$ cat src/hdl/psl_pkg.sv
// Package: shared types, codes and constants of the power state load shed controller.
package psl_pkg;

  localparam int unsigned BusCount      = 3;
  localparam int unsigned EnergyWidth   = 48;
  localparam int unsigned VoltWidth     = 16;
  localparam int unsigned CurrWidth     = 13;
  localparam int unsigned SumWidth      = 15;
  localparam int unsigned PowerWidth    = 31;
  localparam int unsigned CfgIndexWidth = 2;
  localparam int unsigned CfgDataWidth  = 16;

  localparam logic [EnergyWidth-1:0] EnergyMax = {EnergyWidth{1'b1}};

  localparam logic [VoltWidth-1:0] LowThrReset  = 16'd10500;
  localparam logic [VoltWidth-1:0] CritThrReset = 16'd9600;
  localparam logic [BusCount-1:0]  EnablesReset = {BusCount{1'b1}};

  typedef enum logic [1:0] {
    OP_TICK     = 2'd0,
    OP_SET_MODE = 2'd1,
    OP_SET_BUS  = 2'd2,
    OP_CLEAR    = 2'd3
  } op_e;

  typedef enum logic [1:0] {
    MODE_NOMINAL  = 2'd0,
    MODE_LOW      = 2'd1,
    MODE_CRITICAL = 2'd2,
    MODE_SAFE     = 2'd3
  } mode_e;

  typedef enum logic [1:0] {
    BUS_PRIMARY = 2'd0,
    BUS_PLD     = 2'd1,
    BUS_HTR     = 2'd2,
    BUS_INVALID = 2'd3
  } bus_e;

  typedef enum logic [CfgIndexWidth-1:0] {
    REG_LOW_THR  = 2'd0,
    REG_CRIT_THR = 2'd1,
    REG_SPARE2   = 2'd2,
    REG_SPARE3   = 2'd3
  } reg_e;

  typedef struct packed {
    op_e                  op;
    logic [VoltWidth-1:0] voltage_mv;
    logic [CurrWidth-1:0] primary_ma;
    logic [CurrWidth-1:0] payload_ma;
    logic [CurrWidth-1:0] heater_ma;
    mode_e                new_mode;
    bus_e                 bus_index;
    logic                 bus_enable;
  } req_t;

  typedef struct packed {
    mode_e                  mode;
    logic [BusCount-1:0]    enables;
    logic [EnergyWidth-1:0] energy;
  } state_t;

  typedef struct packed {
    logic [VoltWidth-1:0] low_thr;
    logic [VoltWidth-1:0] crit_thr;
  } thr_t;

  typedef struct packed {
    mode_e                  mode;
    logic [BusCount-1:0]    enables;
    logic [PowerWidth-1:0]  power_uw;
    logic [EnergyWidth-1:0] energy;
    logic                   status;
    logic                   low_event;
    logic                   critical_event;
  } res_t;

endpackage

$ cat src/hdl/psl_calc.sv
// Next state and result of one request, from the current state and thresholds.
module psl_calc (
  input  psl_pkg::req_t   req_i,
  input  psl_pkg::state_t state_i,
  input  psl_pkg::thr_t   thr_i,
  output psl_pkg::state_t state_o,
  output psl_pkg::res_t   res_o
);

  logic [psl_pkg::SumWidth-1:0]      cur_sum;
  logic [psl_pkg::PowerWidth-1:0]    power;
  logic [psl_pkg::EnergyWidth:0]     energy_add;
  logic [psl_pkg::EnergyWidth-1:0]   energy_sat;
  logic                              below_crit;
  logic                              below_low;

  // Sum only enabled buses.
  always_comb begin
    cur_sum = '0;
    if (state_i.enables[0]) begin
      cur_sum = cur_sum + psl_pkg::SumWidth'(req_i.primary_ma);
    end
    if (state_i.enables[1]) begin
      cur_sum = cur_sum + psl_pkg::SumWidth'(req_i.payload_ma);
    end
    if (state_i.enables[2]) begin
      cur_sum = cur_sum + psl_pkg::SumWidth'(req_i.heater_ma);
    end
  end

  assign power = psl_pkg::PowerWidth'(req_i.voltage_mv) * psl_pkg::PowerWidth'(cur_sum);

  // Carry out of the wide add means the accumulator saturates.
  assign energy_add = {1'b0, state_i.energy} + (psl_pkg::EnergyWidth + 1)'(power);
  assign energy_sat = energy_add[psl_pkg::EnergyWidth] ? psl_pkg::EnergyMax
                                                      : energy_add[psl_pkg::EnergyWidth-1:0];

  assign below_crit = req_i.voltage_mv < thr_i.crit_thr;
  assign below_low  = req_i.voltage_mv < thr_i.low_thr;

  always_comb begin
    state_o = state_i;
    res_o   = '0;
    case (req_i.op)
      psl_pkg::OP_TICK: begin
        res_o.power_uw = power;
        state_o.energy = energy_sat;
        if (below_crit && state_i.mode != psl_pkg::MODE_SAFE) begin
          state_o.mode         = psl_pkg::MODE_SAFE;
          res_o.critical_event = 1'b1;
        end else if (below_low && state_i.mode == psl_pkg::MODE_NOMINAL) begin
          state_o.mode    = psl_pkg::MODE_LOW;
          res_o.low_event = 1'b1;
        end
      end
      psl_pkg::OP_SET_MODE: begin
        state_o.mode = req_i.new_mode;
        // Shed payload in low and critical, heater in critical and safe.
        if (req_i.new_mode == psl_pkg::MODE_LOW ||
            req_i.new_mode == psl_pkg::MODE_CRITICAL) begin
          state_o.enables[1] = 1'b0;
        end
        if (req_i.new_mode == psl_pkg::MODE_CRITICAL ||
            req_i.new_mode == psl_pkg::MODE_SAFE) begin
          state_o.enables[2] = 1'b0;
        end
      end
      psl_pkg::OP_SET_BUS: begin
        case (req_i.bus_index)
          psl_pkg::BUS_PRIMARY: state_o.enables[0] = req_i.bus_enable;
          psl_pkg::BUS_PLD:     state_o.enables[1] = req_i.bus_enable;
          psl_pkg::BUS_HTR:     state_o.enables[2] = req_i.bus_enable;
          default:              res_o.status       = 1'b1;
        endcase
      end
      psl_pkg::OP_CLEAR: begin
        state_o.energy = '0;
      end
      default: begin
        state_o = state_i;
      end
    endcase
    res_o.mode    = state_o.mode;
    res_o.enables = state_o.enables;
    res_o.energy  = state_o.energy;
  end

endmodule

$ cat src/hdl/power_state_load_shed_controller.sv
// Top level: request and result registers, state, thresholds and configuration port.
//
// Usage:
//   Requests enter on the in_valid_i / in_ready_o channel, one field per port.
//   op_i selects tick (power and energy update, voltage thresholds), set mode,
//   set bus enable or clear energy. Every request yields exactly one result on
//   the out_valid_o / out_ready_i channel.
//   Path: an accepted request sits in the request register; once the result
//   register is free it is evaluated against the live state and its result
//   is loaded into the result register, which drives out_valid_o.
//   Throughput: one request per cycle while results are taken; the 16 x 15 bit
//   power multiply and 48 bit saturating accumulate are combinational in between.
//   Stall: while a result waits on out_ready_i the request register may still
//   take one more request; then in_ready_o drops until the result is taken.
//   Reset: mode nominal, all three buses on, energy zero, thresholds 10500 mV
//   and 9600 mV, both channels empty.
//   Configuration: write thresholds through cfg_we_i while idle; index 0 is
//   the low threshold, index 1 the critical threshold, other indexes are dropped.
module power_state_load_shed_controller (
  input  logic                                clk_i,
  input  logic                                rst_ni,

  input  logic                                cfg_we_i,
  input  logic [psl_pkg::CfgIndexWidth-1:0]   cfg_index_i,
  input  logic [psl_pkg::CfgDataWidth-1:0]    cfg_wdata_i,

  input  logic                                in_valid_i,
  output logic                                in_ready_o,
  input  logic [1:0]                          op_i,
  input  logic [psl_pkg::VoltWidth-1:0]       voltage_mv_i,
  input  logic [psl_pkg::CurrWidth-1:0]       primary_current_ma_i,
  input  logic [psl_pkg::CurrWidth-1:0]       payload_current_ma_i,
  input  logic [psl_pkg::CurrWidth-1:0]       heater_current_ma_i,
  input  logic [1:0]                          new_mode_i,
  input  logic [1:0]                          bus_index_i,
  input  logic                                bus_enable_i,

  output logic                                out_valid_o,
  input  logic                                out_ready_i,
  output logic [1:0]                          mode_o,
  output logic [psl_pkg::BusCount-1:0]        enables_o,
  output logic [psl_pkg::PowerWidth-1:0]      total_power_uw_o,
  output logic [psl_pkg::EnergyWidth-1:0]     energy_total_o,
  output logic                                status_o,
  output logic                                low_event_o,
  output logic                                critical_event_o
);

  psl_pkg::req_t   req_q;
  logic            req_valid_q;
  psl_pkg::res_t   res_d, res_q;
  logic            res_valid_q;
  psl_pkg::state_t state_d, state_q;
  psl_pkg::thr_t   thr_q;
  logic            fire;
  logic            take;

  // Evaluate the held request once the result register is free.
  assign fire       = req_valid_q && (!res_valid_q || out_ready_i);
  assign in_ready_o = !req_valid_q || fire;
  assign take       = in_valid_i && in_ready_o;

  // Hold the incoming request.
  always_ff @(posedge clk_i or negedge rst_ni) begin
    if (!rst_ni) begin
      req_valid_q <= 1'b0;
    end else if (take) begin
      req_valid_q <= 1'b1;
    end else if (fire) begin
      req_valid_q <= 1'b0;
    end
  end

  always_ff @(posedge clk_i) begin
    if (take) begin
      req_q.op         <= psl_pkg::op_e'(op_i);
      req_q.voltage_mv <= voltage_mv_i;
      req_q.primary_ma <= primary_current_ma_i;
      req_q.payload_ma <= payload_current_ma_i;
      req_q.heater_ma  <= heater_current_ma_i;
      req_q.new_mode   <= psl_pkg::mode_e'(new_mode_i);
      req_q.bus_index  <= psl_pkg::bus_e'(bus_index_i);
      req_q.bus_enable <= bus_enable_i;
    end
  end

  psl_calc u_calc (
    .req_i   (req_q),
    .state_i (state_q),
    .thr_i   (thr_q),
    .state_o (state_d),
    .res_o   (res_d)
  );

  // Advance the controller state one request at a time.
  always_ff @(posedge clk_i or negedge rst_ni) begin
    if (!rst_ni) begin
      state_q.mode    <= psl_pkg::MODE_NOMINAL;
      state_q.enables <= psl_pkg::EnablesReset;
      state_q.energy  <= '0;
    end else if (fire) begin
      state_q <= state_d;
    end
  end

  // Threshold registers; writes to spare indexes are dropped.
  always_ff @(posedge clk_i or negedge rst_ni) begin
    if (!rst_ni) begin
      thr_q.low_thr  <= psl_pkg::LowThrReset;
      thr_q.crit_thr <= psl_pkg::CritThrReset;
    end else if (cfg_we_i) begin
      case (psl_pkg::reg_e'(cfg_index_i))
        psl_pkg::REG_LOW_THR:  thr_q.low_thr  <= cfg_wdata_i;
        psl_pkg::REG_CRIT_THR: thr_q.crit_thr <= cfg_wdata_i;
        default:               thr_q          <= thr_q;
      endcase
    end
  end

  // Result register: load on evaluation, drop once taken.
  always_ff @(posedge clk_i or negedge rst_ni) begin
    if (!rst_ni) begin
      res_valid_q <= 1'b0;
    end else if (fire) begin
      res_valid_q <= 1'b1;
    end else if (out_ready_i) begin
      res_valid_q <= 1'b0;
    end
  end

  always_ff @(posedge clk_i) begin
    if (fire) begin
      res_q <= res_d;
    end
  end

  assign out_valid_o      = res_valid_q;
  assign mode_o           = res_q.mode;
  assign enables_o        = res_q.enables;
  assign total_power_uw_o = res_q.power_uw;
  assign energy_total_o   = res_q.energy;
  assign status_o         = res_q.status;
  assign low_event_o      = res_q.low_event;
  assign critical_event_o = res_q.critical_event;

endmodule

$ cat config.mk
export PLATFORM = sky130hd
export DESIGN_NAME = power_state_load_shed_controller
export DESIGN_NICKNAME = d
export VERILOG_FILES = /design/src/hdl/psl_pkg.sv /design/src/hdl/psl_calc.sv /design/src/hdl/power_state_load_shed_controller.sv
export SDC_FILE = /design/constraint.sdc
export NUM_CORES = 1
export LEC_CHECK = 0
export BUFFER_PORTS_ARGS = -buffer_cell sky130_fd_sc_hd__buf_2
export CORE_MARGIN = 3
export CORE_UTILIZATION = 52
export DETAILED_ROUTE_END_ITERATION = 10
export HOLD_SLACK_MARGIN = 0.02
export PLACE_DENSITY = 0.69
export SYNTH_ARGS = -nofsm -noshare
export SYNTH_HDL_FRONTEND = slang
export SYNTH_HIERARCHICAL = 1
export SYNTH_SLANG_ARGS = --single-unit
$ cat constraint.sdc
create_clock -name clk_i -period 12.2 [get_ports clk_i]
set_input_delay 3.05 -clock clk_i [delete_from_list [all_inputs] [get_ports clk_i]]
set_output_delay 3.05 -clock clk_i [all_outputs]
set_load 0.1 [all_outputs]
==> results.json, run 1 <==
{
  "cts_tree": "built",
  "fmax_mhz": 84.1,
  "synthTopCellsByArea": "edfxtp_1 21%, fa_1 17%, ha_1 11%, dfrtp_1 8.8%, mux2_2 4.8%",
  "n_antenna_cell": 0,
  "htree_levels": 1,
  "clock_latency_ns": 0.56,
  "dpl.hpwl_mm": 41.6,
  "cap_viol_max_count": 0,
  "placedCellCount": 2797,
  "synth_seq_cells": 236,
  "final_common_cell": "inv_1",
  "reg2reg_from": "state_q[48]$_DFFE_PN1P_",
  "clockBufferDepth": 3,
  "slew_violations": 0,
  "cpPeakStageDelay_ns": 0.58,
  "critPathMaxFanout": 9,
  "vias": 16323,
  "synth_top_area_cell": "edfxtp_1",
  "dieArea_um2": 44200,
  "grt_overflow": 0,
  "synthArstFlopShare": 0.369,
  "track_usage": 0.250,
  "hold_violations": 0,
  "cts.sinks": 236,
  "core_um2": 41000,
  "drt-initial-drc-count": 1122,
  "timing.critical_path.arrival_ns": 12.33,
  "root_buffer": "clkbuf_16",
  "worst_setup_path_end_kind": "flip-flop",
  "drcViolationCount": 0,
  "syn_area_per_cell_um2": 10.0,
  "relSlewSlack": 0.121,
  "path_class": "reg -> reg",
  "totalWireLength_mm": 55.7,
  "area_delta_synth_final_pct": 14.0,
  "ys_types": 83,
  "worstPathRequired_ns": 12.64,
  "setup_slack_ns": 0.310,
  "period_share": 0.975,
  "die_w_um": 210,
  "drive_gt1_frac": 0.231,
  "r2r-end": "state_q[37]$_DFFE_PN0P_",
  "start_util": 0.529,
  "r2r_setup_slack_ns": 0.31,
  "critPathSlowestCell": "fa_2",
  "wire_per_inst_um": 19.4,
  "syn_nets": 2615,
  "cts_buffers": 27,
  "antenna_found_initial": 0,
  "final_cell_mix": "268 x inv_1, 216 x nand2_1, 176 x fa_1, 172 x buf_2, 170 x ha_1",
  "syn_area_um2": 21700,
  "syn_inst": 2160,
  "worstMarginPinSlew_ns": 1.31,
  "hp-start": "thr_q[31]$_DFFE_PN0P_",
  "status": "finished, final reports clean",
  "r2r_cells": 52,
  "holdPathStages": 1,
  "cp_common_cell": "fa_1",
  "hold_path.class": "reg -> reg",
  "port_buffers": 173,
  "min_to": "thr_q[31]$_DFFE_PN0P_",
  "synth-main-ff-cell": "edfxtp_1",
  "fin_nets": 2779,
  "place_ws_ns": -0.181,
  "netlist.area_leader.share": 0.206,
  "drtAntennaViolNets": 0,
  "vias_per_cell": 5.67,
  "finalCriticalPeriod_ns": 11.89,
  "fp.dieH_um": 210,
  "skew_ns": 0.0290,
  "grt_max_degree": 70,
  "critPathLaunchType": "flip-flop",
  "drt_pre_antenna_iters": 6,
  "num_rows": 74,
  "setup_viol": 0,
  "yosysSeqAreaShare": 0.307,
  "first_global_vias": 17079,
  "ys_warn_count": 6,
  "final_cells": 2877,
  "synth_edf_count": 149,
  "path_clk_slew_ns": 0.05,
  "holdBufCountCts": 0,
  "gp_congestion": 0.900,
  "fin_tns_setup_ns": 0,
  "grt_pass1_wl_mm": 89.7,
  "pin_count": 174
}
==> worst max-delay path: cells and delay by family, from the launching register on <==
family / cells / cell delay, ns
buf+inv: 10 / 1.21
simple gates: 8 / 1.48
compound gates: 18 / 3.12
mux: 2 / 0.62
fa+ha+maj: 11 / 4.47
xor+xnor: 3 / 0.33
flops: 1 / 0.54
==> layer usage <==
| layer | routed length (um) | GRT usage | up-vias |
|---|---|---|---|
| li1 | - | - | 7625 |
| met2 | 28000 | 0.432 | 447 |
| met1 | 23500 | 0.330 | 8141 |
| met5 | 0 | 0 | - |
| met4 | 1850 | 0.0856 | 0 |
| met3 | 2390 | 0.0298 | 110 |
==> per-stage QoR <==
step,area [um2],utilization,hold WS (ns)
floorplan,21700,-,0.477
finish,24700,0.603,0.505
global route,24700,0.603,0.521
global placement,22900,0.559,0.489
detailed placement,22900,0.559,0.497
CTS,23800,0.581,0.509
==> kinds of logic (layout without fill, tap and decap cells) <==
| group | Yosys count | count (layout) | synth area share |
|---|---|---|---|
| and+or+nand+nor | 567 | 567 | 0.129 |
| AOI/OAI and AO/OA | 415 | 415 | 0.126 |
| buffers and inverters | 405 | 590 | 0.0826 |
| adders and majority gates | 370 | 370 | 0.277 |
| DFF | 236 | 236 | 0.307 |
| muxes | 100 | 100 | 0.0515 |
| xor gates and xnor gates | 67 | 67 | 0.0270 |
==> cell usage after synthesis, types with 6 or more instances <==
library cell and n:
a211oi_1 16, a21boi_0 10, a21o_1 44, a21oi_1 86, a311oi_1 10, a31oi_1 19, and2_1 119, and3_1 23
and4_1 6, buf_2 15, buf_4 62, clkbuf_1 46, dfrtp_1 76, dfstp_2 11, edfxtp_1 149, fa_1 183
ha_1 187, inv_1 273, mux2_2 93, mux2i_1 7, nand2_1 220, nand2b_1 17, nand3_1 27, nand4_1 16
nor2_1 80, nor2b_1 14, nor3_1 19, o211ai_1 8, o21a_1 21, o21ai_0 118, o21ai_1 8, xnor2_1 45
xor2_1 22
==> state kept, by name (all words and copies together), names as in the netlist <==
signal / count
status_o: 1
low_event_o: 1
req_q: 62
thr_q: 32
enables_o: 3
mode_o: 2
energy_total_o: 48
critical_event_o: 1
out_valid_o: 1
req_valid_q: 1
state_q: 53
total_power_uw_o: 31
==> worst max path at each step <==
stage / from / end / slack [ns] / cells after the start
after floorplan: state_q[48]$_DFFE_PN1P_ / state_q[45]$_DFFE_PN0P_ / 0.14 / 51
after global placement: state_q[48]$_DFFE_PN1P_ / state_q[38]$_DFFE_PN0P_ / 0.07 / 51
after detailed placement: state_q[48]$_DFFE_PN1P_ / state_q[43]$_DFFE_PN0P_ / -0.18 / 48
after CTS: state_q[48]$_DFFE_PN1P_ / state_q[5]$_DFFE_PN0P_ / 0.01 / 52
after global routing: state_q[48]$_DFFE_PN1P_ / state_q[27]$_DFFE_PN0P_ / -0.20 / 57
final: state_q[48]$_DFFE_PN1P_ / state_q[37]$_DFFE_PN0P_ / 0.31 / 52
==> final cells by class <==
class / count / area [um2]
Clock buffer: 39 / 721
Clock inverter: 11 / 124
Multi-Input combinational cell: 1519 / 13900
Inverter: 276 / 1040
Fill cell: 3404 / 16300
Timing Repair Buffer: 264 / 1580
Sequential cell: 236 / 6670
Tap cell: 532 / 666
==> repair_timing <==
item                       in CTS  in global routing
gates resized for setup        10                167
pin swaps                       4                 78
setup endpoints to repair      67                 96
buffers inserted                0                 30
Power of run 1 is left out: the tool's default activity adds up to more than one toggle a clock period on the data nets, which glitch-free logic cannot reach.
==> run 2, diff against run 1 <==
--- a/config.mk
+++ b/config.mk
@@ -5,6 +5,7 @@
 export SDC_FILE = /design/constraint.sdc
 export NUM_CORES = 1
 export LEC_CHECK = 0
+export ABC_AREA = 1
 export BUFFER_PORTS_ARGS = -buffer_cell sky130_fd_sc_hd__buf_2
 export CORE_MARGIN = 3
 export CORE_UTILIZATION = 52
==> results.json, run 2 <==
{
  "crit_path_start": "state_q[48]$_DFFE_PN1P_",
  "final_cells": 3664,
  "final_cell_mix": "793 x nand2_1, 487 x inv_1, 254 x nand3_1, 232 x nor2_1, 187 x ha_1",
  "rsz0062_at_grt": "no",
  "finalCriticalPeriod_ns": 11.41,
  "syn_inst": 2964,
  "grt_pass1_wl_mm": 111,
  "cts_tree": "built",
  "ys_warn_count": 6,
  "period_share": 0.935,
  "dpl.hpwl_mm": 55.5,
  "slew_violations": 0,
  "cpPeakStageDelay_ns": 0.65,
  "holdBufCountCts": 0,
  "path_clk_slew_ns": 0.06,
  "dieArea_um2": 47900,
  "met2_length_mm": 35.0,
  "vias": 20054,
  "grt_max_degree": 88,
  "vias_per_cell": 5.47,
  "start_util": 0.529,
  "num_rows": 77,
  "synth_top_area_cell": "edfxtp_1",
  "yosysMostFrequentCell": "nand2_1",
  "totalWireLength_mm": 70.3,
  "worstPathRequired_ns": 12.71,
  "worst_setup_path_end_kind": "flip-flop",
  "placedCellCount": 3610,
  "regMostFlops": "req_q",
  "synth_seq_cells": 236,
  "cap_viol_max_count": 0,
  "cts.sinks": 236,
  "synthTopCellsByArea": "edfxtp_1 19%, fa_1 16%, nand2_1 13%, ha_1 9.9%, dfrtp_1 8.1%",
  "drtAntennaViolNets": 0,
  "clockBufferDepth": 3,
  "yosysSeqAreaShare": 0.283,
  "path_class": "reg -> reg",
  "clock_latency_ns": 0.58,
  "largest_reg_flops": 62,
  "hold_violations": 0,
  "synth-main-ff-cell": "edfxtp_1",
  "final_common_cell": "nand2_1",
  "critPathLaunchType": "flip-flop",
  "fin_area_um2": 25400,
  "root_buffer": "clkbuf_16",
  "drt_pre_antenna_iters": 5,
  "synth_common_cells": "793 x nand2_1, 489 x inv_1, 254 x nand3_1",
  "worstMarginPinSlew_ns": 1.21,
  "syn_area_per_cell_um2": 7.94,
  "drcViolationCount": 0,
  "setup_viol": 0,
  "synthArstFlopShare": 0.369,
  "drt-initial-drc-count": 1433,
  "htree_levels": 1,
  "skew_ns": 0.0383,
  "fin_tns_setup_ns": 0,
  "fp.dieH_um": 219,
  "synth_edf_count": 149,
  "hp-start": "thr_q[13]$_DFFE_PN1P_",
  "track_usage": 0.297,
  "syn_nets": 3419,
  "syn_area_um2": 23500,
  "met1_length_mm": 28.4,
  "fillers": 4177,
  "fin_nets": 3504,
  "reg2reg_from": "state_q[48]$_DFFE_PN1P_",
  "drive_gt1_frac": 0.108,
  "status": "finished, final reports clean",
  "antenna_found_initial": 1,
  "top_layer": "met5",
  "critPathMaxFanout": 24,
  "ys_types": 58,
  "grt_overflow": 0,
  "fmax_mhz": 87.6,
  "wl_met3_mm": 3.66,
  "utilization": 0.570,
  "cts_buffers": 29,
  "gp_congestion": 0.947,
  "wire_per_inst_um": 19.2,
  "first_global_vias": 20401,
  "relSlewSlack": 0.194,
  "pin_count": 174,
  "port_buffers": 173,
  "netlist.area_leader.share": 0.190,
  "critPathSlowestCell": "fa_1",
  "area_delta_synth_final_pct": 7.82,
  "cp_common_cell": "nand2_1",
  "dpl_cell_area_um2": 24400,
  "hold_path.class": "reg -> reg",
  "timing.critical_path.arrival_ns": 11.92,
  "n_antenna_cell": 0,
  "core_um2": 44500,
  "die_w_um": 219
}
[run 2: cell count changes after synthesis, sizes merged, moves of 25 or more]
cell / change
buf: +28
o21ai: -38
mux2: -92
clkbuf: -25
inv: +226
xnor2: -26
nand4: +25
nand3: +256
and2: -117
a21o: -36
nand2: +602
nor2: +156
[run 2: timing repair]
item | CTS | global route
setup endpoints to repair | 0 | 47
setup buffers | 0 | 0
resized for setup | 0 | 2
[run 2: layer usage]
metal  vias up  GRT usage
met5         -          0
met4         2      0.127
met3       167     0.0361
met2       644      0.521
met1      9712      0.370
li1       9529          -
[run 2: final cells by class]
| cell class | count | area [um2] | area share |
|---|---|---|---|
| clock buffer | 37 | 756 | 0.0298 |
| clock inverter | 17 | 228 | 0.00897 |
| inverter | 502 | 1890 | 0.0744 |
| multi-input combinational | 2094 | 14100 | 0.557 |
| sequential | 236 | 6670 | 0.263 |
| tap | 592 | 741 | 0.0292 |
| timing repair buffer | 186 | 966 | 0.0381 |
[run 2: kinds of logic after synthesis]
group	Yosys count	share of synthesized area
buffers and inverters	634	0.116
AND/OR/NAND/NOR	1429	0.267
AO/OA/AOI/OAI	234	0.0551
adder cells (fa/ha/maj)	370	0.255
multiplexers	1	0.000478
XOR/XNOR	60	0.0226
flip-flops	236	0.283
[run 2: worst paths after layout]
path	to	slack (ns)	depth (start not counted)
max in group asynchronous	req_valid_q$_DFFE_PN0P_	8.60	2
worst min-delay path	thr_q[13]$_DFFE_PN1P_	0.46	2
worst max register to register	state_q[36]$_DFFE_PN0P_	0.79	57
worst min register to register	thr_q[13]$_DFFE_PN1P_	0.46	2
worst max-delay path	state_q[36]$_DFFE_PN0P_	0.79	57
min in group asynchronous	thr_q[19]$_DFFE_PN0P_	2.55	1
[run 2: worst max-delay path, delay by kind of cell, from the launching register on]
| kind | cells | cell delay, ns |
|---|---|---|
| fa+ha+maj | 10 | 4.46 |
| xor+xnor | 2 | 0.34 |
| buf+inv | 9 | 1.05 |
| compound gates | 7 | 1.38 |
| flops | 1 | 0.53 |
| simple gates | 29 | 3.54 |
[run 2: per-stage QoR]
step	setup slack, ns	hold slack, ns
6_report	0.791	0.465
5_1_grt	0.000898	0.487
4_1_cts	0.781	0.466
3_5_place_dp	0.837	0.458
3_3_place_gp	1.00	0.453
2_1_floorplan	2.47	0.442
Power of run 2 is left out for the same reason.
==> run 3, diff against run 2 <==
--- a/config.mk
+++ b/config.mk
@@ -7,11 +7,11 @@
 export LEC_CHECK = 0
 export ABC_AREA = 1
 export BUFFER_PORTS_ARGS = -buffer_cell sky130_fd_sc_hd__buf_2
-export CORE_MARGIN = 3
-export CORE_UTILIZATION = 52
+export CORE_MARGIN = 2
+export CORE_UTILIZATION = 57
 export DETAILED_ROUTE_END_ITERATION = 10
 export HOLD_SLACK_MARGIN = 0.02
-export PLACE_DENSITY = 0.69
+export PLACE_DENSITY = 0.75
 export SYNTH_ARGS = -nofsm -noshare
 export SYNTH_HDL_FRONTEND = slang
 export SYNTH_HIERARCHICAL = 1
==> results.json, run 3 (same netlist as run 2, synthesis figures left out) <==
{
  "drt-initial-drc-count": 1548,
  "drive_gt1_frac": 0.108,
  "met2_length_mm": 34.2,
  "skew_ns": 0.0257,
  "final_common_cell": "nand2_1",
  "path_clk_slew_ns": 0.06,
  "met1_length_mm": 27.6,
  "cts_buffers": 27,
  "fin_nets": 3501,
  "root_buffer": "clkbuf_16",
  "top_layer": "met4",
  "first_global_vias": 20604,
  "cts_tree": "built",
  "timing.critical_path.arrival_ns": 11.81,
  "final_cell_mix": "793 x nand2_1, 487 x inv_1, 254 x nand3_1, 232 x nor2_1, 187 x ha_1",
  "fin_tns_setup_ns": 0,
  "start_util": 0.577,
  "hold_path.class": "reg -> reg",
  "totalWireLength_mm": 70.1,
  "area_delta_synth_final_pct": 7.16,
  "gp_congestion": 0.974,
  "slew_violations": 0,
  "cap_viol_max_count": 0,
  "core_um2": 40800,
  "fillers": 3631,
  "num_rows": 74,
  "critPathLaunchType": "flip-flop",
  "wire_per_inst_um": 19.5,
  "rsz0062_at_grt": "no",
  "worstMarginPinSlew_ns": 0.945,
  "status": "finished, final reports clean",
  "critPathMaxFanout": 20,
  "fp.dieH_um": 207,
  "fmax_mhz": 88.6,
  "clock_latency_ns": 0.60,
  "dieArea_um2": 42900,
  "regArea_um2": 6670,
  "finalCriticalPeriod_ns": 11.29,
  "cts.sinks": 236,
  "hold_violations": 0,
  "vias": 20076,
  "htree_levels": 1,
  "cp_common_cell": "nand2_1",
  "setup_viol": 0,
  "largest_reg_flops": 62,
  "cpPeakStageDelay_ns": 0.76,
  "grt_max_degree": 63,
  "worstPathRequired_ns": 12.72,
  "port_buffers": 173,
  "drtAntennaViolNets": 0,
  "n_antenna_cell": 0,
  "vias_per_cell": 5.58,
  "grt_overflow": 0,
  "relSlewSlack": 0.370,
  "pin_count": 174,
  "worst_setup_path_end_kind": "flip-flop",
  "die_w_um": 207,
  "dpl.hpwl_mm": 54.8,
  "path_class": "reg -> reg",
  "grt_pass1_wl_mm": 112,
  "track_usage": 0.330,
  "period_share": 0.925,
  "regMostFlops": "req_q",
  "clockBufferDepth": 3,
  "drcViolationCount": 0,
  "critPathSlowestCell": "dfstp_4",
  "wl_met3_mm": 4.15,
  "antenna_found_initial": 0,
  "multi_input_area_um2": 14200,
  "drt_pre_antenna_iters": 6
}
==> run 3: metal layers <==
layer  global-route usage  vias up
met2                0.566      791
li1                     -     9502
met3               0.0427      188
met4                0.173        0
met1                0.407     9595
met5                    0        -
==> run 3: cell type report <==
cell class,instances,area share
Multi-Input combinational cell,2094,0.561
Timing Repair Buffer,185,0.0380
Sequential cell,236,0.264
Tap cell,532,0.0264
Inverter,502,0.0749
Clock inverter,13,0.00560
Clock buffer,37,0.0295
==> run 3: final timing paths <==
path                                    startpoint                      end  slack, ns  cells past startpoint
max                        state_q[48]$_DFFE_PN1P_  state_q[36]$_DFFE_PN0P_       0.91                     56
min                           thr_q[7]$_DFFE_PN1P_     thr_q[7]$_DFFE_PN1P_       0.47                      2
max reg2reg                state_q[48]$_DFFE_PN1P_  state_q[36]$_DFFE_PN0P_       0.91                     56
min reg2reg                   thr_q[7]$_DFFE_PN1P_     thr_q[7]$_DFFE_PN1P_       0.47                      2
max in group asynchronous                   rst_ni  req_valid_q$_DFFE_PN0P_       8.59                      2
min in group asynchronous                   rst_ni    thr_q[25]$_DFFE_PN0P_       2.40                      1
==> run 3: repair_timing <==
item,CTS,global route
setup endpoints to repair,0,72
hold buffers,0,0
buffers inserted,0,1
gates resized for setup,0,8
==> run 3: worst max-delay path: cells and delay by family (launching register included) <==
kind / cells / cell delay (ns)
AO/OA/AOI/OAI: 6 / 1.18
XOR/XNOR: 1 / 0.29
adder cells (fa/ha/maj): 11 / 4.84
buffers and inverters: 8 / 0.67
flip-flops: 1 / 0.76
AND/OR/NAND/NOR: 30 / 3.46
==> run 3: stage by stage <==
| step | util | worst slack, ns | cells | hold slack [ns] | cell area [um2] |
|---|---|---|---|---|---|
| floorplan | - | 2.47 | 2964 | 0.442 | 23500 |
| global placement | 0.595 | 0.838 | 3548 | 0.454 | 24300 |
| detailed placement | 0.595 | 0.685 | 3548 | 0.454 | 24300 |
| CTS | 0.617 | 0.633 | 3598 | 0.463 | 25200 |
| global route | 0.618 | 0.0368 | 3599 | 0.475 | 25200 |
| finish | 0.618 | 0.912 | 3599 | 0.466 | 25200 |
Power of run 3 is left out for the same reason.
